$ cat config.mk
export PLATFORM = sky130hd
export DESIGN_NAME = tlpt_dir
export DESIGN_NICKNAME = d
export VERILOG_FILES = /design/src/rtl/core/tlpt_pkg.sv /design/src/rtl/core/tlpt_dir.sv
export SDC_FILE = /design/constraint.sdc
export NUM_CORES = 1
export LEC_CHECK = 0
export BUFFER_PORTS_ARGS = -buffer_cell sky130_fd_sc_hd__buf_2
export CAP_MARGIN = 20
export CORE_ASPECT_RATIO = 0.8
export CORE_MARGIN = 4
export CORE_UTILIZATION = 45
export CTS_CLUSTER_DIAMETER = 80
export DETAILED_ROUTE_END_ITERATION = 10
export PLACE_DENSITY = 0.68
export SLEW_MARGIN = 20
export SYNTH_ARGS = -nofsm -noshare
export SYNTH_HDL_FRONTEND = slang
export SYNTH_SLANG_ARGS = --single-unit
export TNS_END_PERCENT = 10
$ cat constraint.sdc
create_clock -name clock -period 1.47 [get_ports clock]
set_clock_uncertainty 0.15 [all_clocks]
set_input_delay 0.147 -clock clock [delete_from_list [all_inputs] [get_ports clock]]
set_output_delay 0.147 -clock clock [all_outputs]
set_load 0.03 [all_outputs]
$ cat src/rtl/core/tlpt_pkg.sv
// Shared types, sizes and codes of the two-level page table engine.
package tlpt_pkg;

   // Directory and page table geometry.
   localparam int MAX_TABLES        = 16;
   localparam int ENTRIES_PER_TABLE = 1024;
   localparam int IDX_W             = 10;
   localparam int DIR_W             = (MAX_TABLES > 1) ? $clog2(MAX_TABLES) : 1;
   localparam int PT_DEPTH          = MAX_TABLES * ENTRIES_PER_TABLE;
   localparam int ADDR_W            = $clog2(PT_DEPTH);
   localparam int CNT_W             = (DIR_W + 1 > 6) ? DIR_W + 1 : 6;

   // Entry layout: frame number over user, writable and present flags.
   localparam int FRAME_W = 20;
   localparam int ENTRY_W = FRAME_W + 3;
   localparam int OFFS_W  = 12;

   // Field widths.
   localparam int MODE_W = 2;
   localparam int VA_W   = 32;
   localparam int STAT_W = 3;
   localparam int MB_W   = 7;

   // Request modes.
   localparam logic [MODE_W-1:0] MODE_INIT      = 2'd0;
   localparam logic [MODE_W-1:0] MODE_MAP       = 2'd1;
   localparam logic [MODE_W-1:0] MODE_UNMAP     = 2'd2;
   localparam logic [MODE_W-1:0] MODE_TRANSLATE = 2'd3;

   // Status codes.
   localparam logic [STAT_W-1:0] ST_OK              = 3'd0;
   localparam logic [STAT_W-1:0] ST_VIRT_MISALIGNED = 3'd1;
   localparam logic [STAT_W-1:0] ST_PHYS_MISALIGNED = 3'd2;
   localparam logic [STAT_W-1:0] ST_ALREADY_MAPPED  = 3'd3;
   localparam logic [STAT_W-1:0] ST_NOT_MAPPED      = 3'd4;
   localparam logic [STAT_W-1:0] ST_NO_TABLE        = 3'd5;

   // Directory control: reload marks the first count tables present.
   typedef struct packed {
      logic             load;
      logic [CNT_W-1:0] count;
   } dir_ctrl_type;

endpackage

$ cat src/rtl/core/tlpt_dir.sv
// Page directory: one present bit per table and the table lookup.
module tlpt_dir (
   input  logic                       clock,
   input  logic                       reset,
   input  tlpt_pkg::dir_ctrl_type     ctrl,
   input  logic [tlpt_pkg::IDX_W-1:0] lookup_dir,
   output logic                       hit
);

   logic [tlpt_pkg::MAX_TABLES-1:0] present_ff;
   logic [tlpt_pkg::MAX_TABLES-1:0] present_in;
   logic                            in_range;

   // A reload clears the directory and marks the first count tables present.
   always_comb begin
      present_in = present_ff;
      if (ctrl.load) begin
         for (int d = 0; d < tlpt_pkg::MAX_TABLES; d++) begin
            present_in[d] = (32'(d) < 32'(ctrl.count));
         end
      end
   end

   always_ff @(posedge clock) begin
      if (reset) begin
         present_ff <= '0;
      end else begin
         present_ff <= present_in;
      end
   end

   // Indexes at or beyond the table limit never hit.
   assign in_range = ({1'b0, lookup_dir} < (tlpt_pkg::IDX_W + 1)'(tlpt_pkg::MAX_TABLES));
   assign hit      = in_range && present_ff[lookup_dir[tlpt_pkg::DIR_W-1:0]];

endmodule

==> impl_metrics.csv <==
group,metric,value,unit
sta,finalHoldViolCount,0,
hold_path,hp-class,"in2reg",
sta,drv_slew,0,
status,violations,"setup timing",
floorplanning,initial_core_util,47.32,%
route,routed_wl,1826,um
power,p_comb_share,17.1,%
final_layout,drive_above_1_share,36.04,%
clocking,clk_latency,0.29,ns
flow_run,cap_violations,0,
sta,period_share,133.3,%
final_layout,diodes,0,
synthesis,syn_avg_cell_area,9.180,um2
critical_path,crit_required,1.17,ns
clocking,cts-root-buf,"clkbuf_4",
global_route,use_met2,27.05,%
route,viasPerCell,5.406,
route,dr.pass1.iters,2,
sta,tightest_slew,0.2920,ns
global_route,grt_pass1_vias,672,
sta,worst_slack,-0.4898,ns
floorplanning,io_pins,20,
synthesis,syn-num-nets,102,
critical_path,slowest_delay,0.45,ns
synthesis,yosysTopAreaCell,"dfxtp_1",
sta,maxSlewHeadroom,80.53,%
final_layout,final_nets,131,
synthesis,synthTopCellsByArea,"dfxtp_1 42%, a211oi_1 7.9%, nor2_1 7.4%",
clocking,cts_hold_buf,0,
critical_path,crit_start,"present_ff[12]$_SDFFE_PP0P_",
global_route,grt_pass1_wl,2946,um
sta,rsz0062_at_grt,"yes",
synthesis,yosys_warnings,0,
placement,gp_congestion,0.8251,
route,routedWlPerCell,13.73,um
synthesis,synthTopCellsByCount,"16 x dfxtp_1, 15 x nor2_1, 9 x a21oi_1",
sta,period_needed,1.960,ns
final_layout,top_regs,"present_ff: 16 flops",
global_route,grt.busiest_layer,"met2",
power,p_sw,244.6,uW
clocking,clock-sinks,16,
sta,timing.fmax,510.3,MHz
power,power_frac_clock,31.8,%
clocking,cts_tree,"built",
global_route,grt-ovfl-total,0,
critical_path,criticalPathCategory,"reg2out",
synthesis,synth_top_area_share,42.04,%
synthesis,synth_area,762.0,um2
synthesis,synth_seq_area_share,42.04,%
critical_path,critPathMaxFanout,2,
critical_path,path_delay_family,"multiplexers",
critical_path,startpoint_type,"flip-flop",
final_layout,largest_reg_flops,16,
placement,place_hpwl,1400,um
final_layout,largest-register,"present_ff",
global_route,antenna_found_initial,0,
placement,port_buffers,19,
clocking,htree_num_levels,1,
floorplanning,coreArea,1610,um2
critical_path,endpoint_kind,"primary output",
placement,place_inst,129,
floorplanning,die_h,44.81,um
power,sw_frac_of_total,25.87,%
route,ant_nets,0,
synthesis,yosysMostFrequentCell,"dfxtp_1",
synthesis,ys_types,21,
status,outcome,"finished with violations",
critical_path,cp_num_buf_inv,1,
synthesis,synth_seq_cells,16,
global_route,use_met3,4.950,%
synthesis,synth-main-ff-cell,"dfxtp_1",
critical_path,arrival,1.66,ns
route,num_vias,719,
floorplanning,num_rows,13,
route,drtIter0Drc,9,
critical_path,cp_cell_sequence,"mux4_2 -> mux2_4 -> o21ai_2 -> a21oi_2 -> buf_6",
clocking,cts_buffers,3,
power,powerDensity,951.8,nW/um2
hold_path,min_from,"ctrl[2]",
route,drc,0,
synthesis,synth_edf_count,0,
power,power.internal,701.0,uW
power,p_leak,0.0004298,uW
clocking,cts_buffer_depth,2,
placement,place_ws,-0.2315,ns
global_route,grt_max_degree,17,
sta,setup_violations,1,
final_layout,finalNonFillerCells,133,
final_layout,synthToLayoutAreaGrowth,30.38,%
power,p_seq_share,51.1,%
floorplanning,die_area,2420,um2
critical_path,r2r-start,"present_ff[9]$_SDFFE_PP0P_",
floorplanning,die-width,54.01,um
synthesis,ys_async_sr_fraction,0,%
clocking,cts.clk_slew.worst_paths,0.10,ns
global_route,gr-usage-all-layers,17.30,%
global_route,use_met1,22.27,%
synthesis,syn-instance-count,83,
power,ir_drop,0.6283,mV
critical_path,crit_path_top_delay_cell,"mux4_2",
-- worst register-to-register path, delay by kind of cell (launching register included) --
kind | cells | cell delay, ns
AOI/OAI and AO/OA | 1 | 0.13
buffers and inverters | 1 | 0.12
DFF | 1 | 0.32
and+or+nand+nor | 1 | 0.05
-- power groups by stage --
| stage | combinational (uW) | clock, uW | sequential, uW |
|---|---|---|---|
| floorplan | 90.6 | 0 | 486 |
| finish | 162 | 301 | 483 |
| CTS | 163 | 302 | 483 |
| detailed placement | 160 | 0 | 492 |
| global route | 181 | 327 | 488 |
| global placement | 156 | 0 | 492 |
-- through the flow --
step | utilization, % | setup TNS (ns) | area [um2] | total power [uW] | hold WS [ns]
finish | 61.69 | -0.4898 | 993.5 | 945.5 | 0.02881
global route | 61.69 | -0.5468 | 993.5 | 995.6 | 0.02995
global placement | 58.66 | -0.2095 | 944.7 | 648.5 | 0.3043
CTS | 61.62 | -0.5173 | 992.2 | 947.6 | 0.02423
floorplan | - | -0.03516 | 769.5 | 576.6 | 0.1528
detailed placement | 58.66 | -0.2315 | 944.7 | 652.2 | 0.3026
-- cell type report --
class / instances / area [um2]
Fill cell: 154 / 616.8
Multi-Input combinational cell: 60 / 426.7
Sequential cell: 16 / 322.8
Timing Repair Buffer: 28 / 168.9
Clock buffer: 4 / 36.28
Tap cell: 22 / 27.53
Inverter: 3 / 11.26
-- metal layers --
layer	routed length, um	share of wire (%)
met1	943	52
met2	747	41
met3	112	6.1
met4	23	1.3
met5	0	0
-- placed cells by master, fill, tap and decap left out, types with 2 or more instances in the layout --
master    netlist  layout
buf_2           0      18
nor2_1         15      15
dfxtp_1        16      14
buf_4           0       9
a211oi_1        8       8
a21oi_1         9       8
nand2_1         7       7
inv_1           3       3
o21ai_0         3       3
a311oi_1        3       3
clkbuf_4        0       3
mux4_1          2       2
mux4_2          2       2
nor3_1          2       2
dfxtp_2         0       2
-- worst paths after layout --
kind              slack [ns]                           to  cells after the start
hold / removal          0.03   present_ff[5]$_SDFFE_PP0P_                      3
hold reg to reg         0.31  present_ff[12]$_SDFFE_PP0P_                      2
setup reg to reg        0.59   present_ff[9]$_SDFFE_PP0P_                      3
setup / recovery       -0.49                          hit                      5
-- kinds of logic (layout without fill, tap and decap cells) --
family,after synthesis,after routing,synth area share [%]
compound gates,25,25,20.85
buf+inv,7,35,3.448
flops,16,16,42.04
mux,6,6,15.60
simple gates,29,29,18.06
-- timing repair --
item,CTS,global route
buffers inserted,0,0
pin swaps,1,1
setup endpoints to repair,1,1
resized for setup,4,1
cloned,0,0
(Power assumes the default switching activity.)
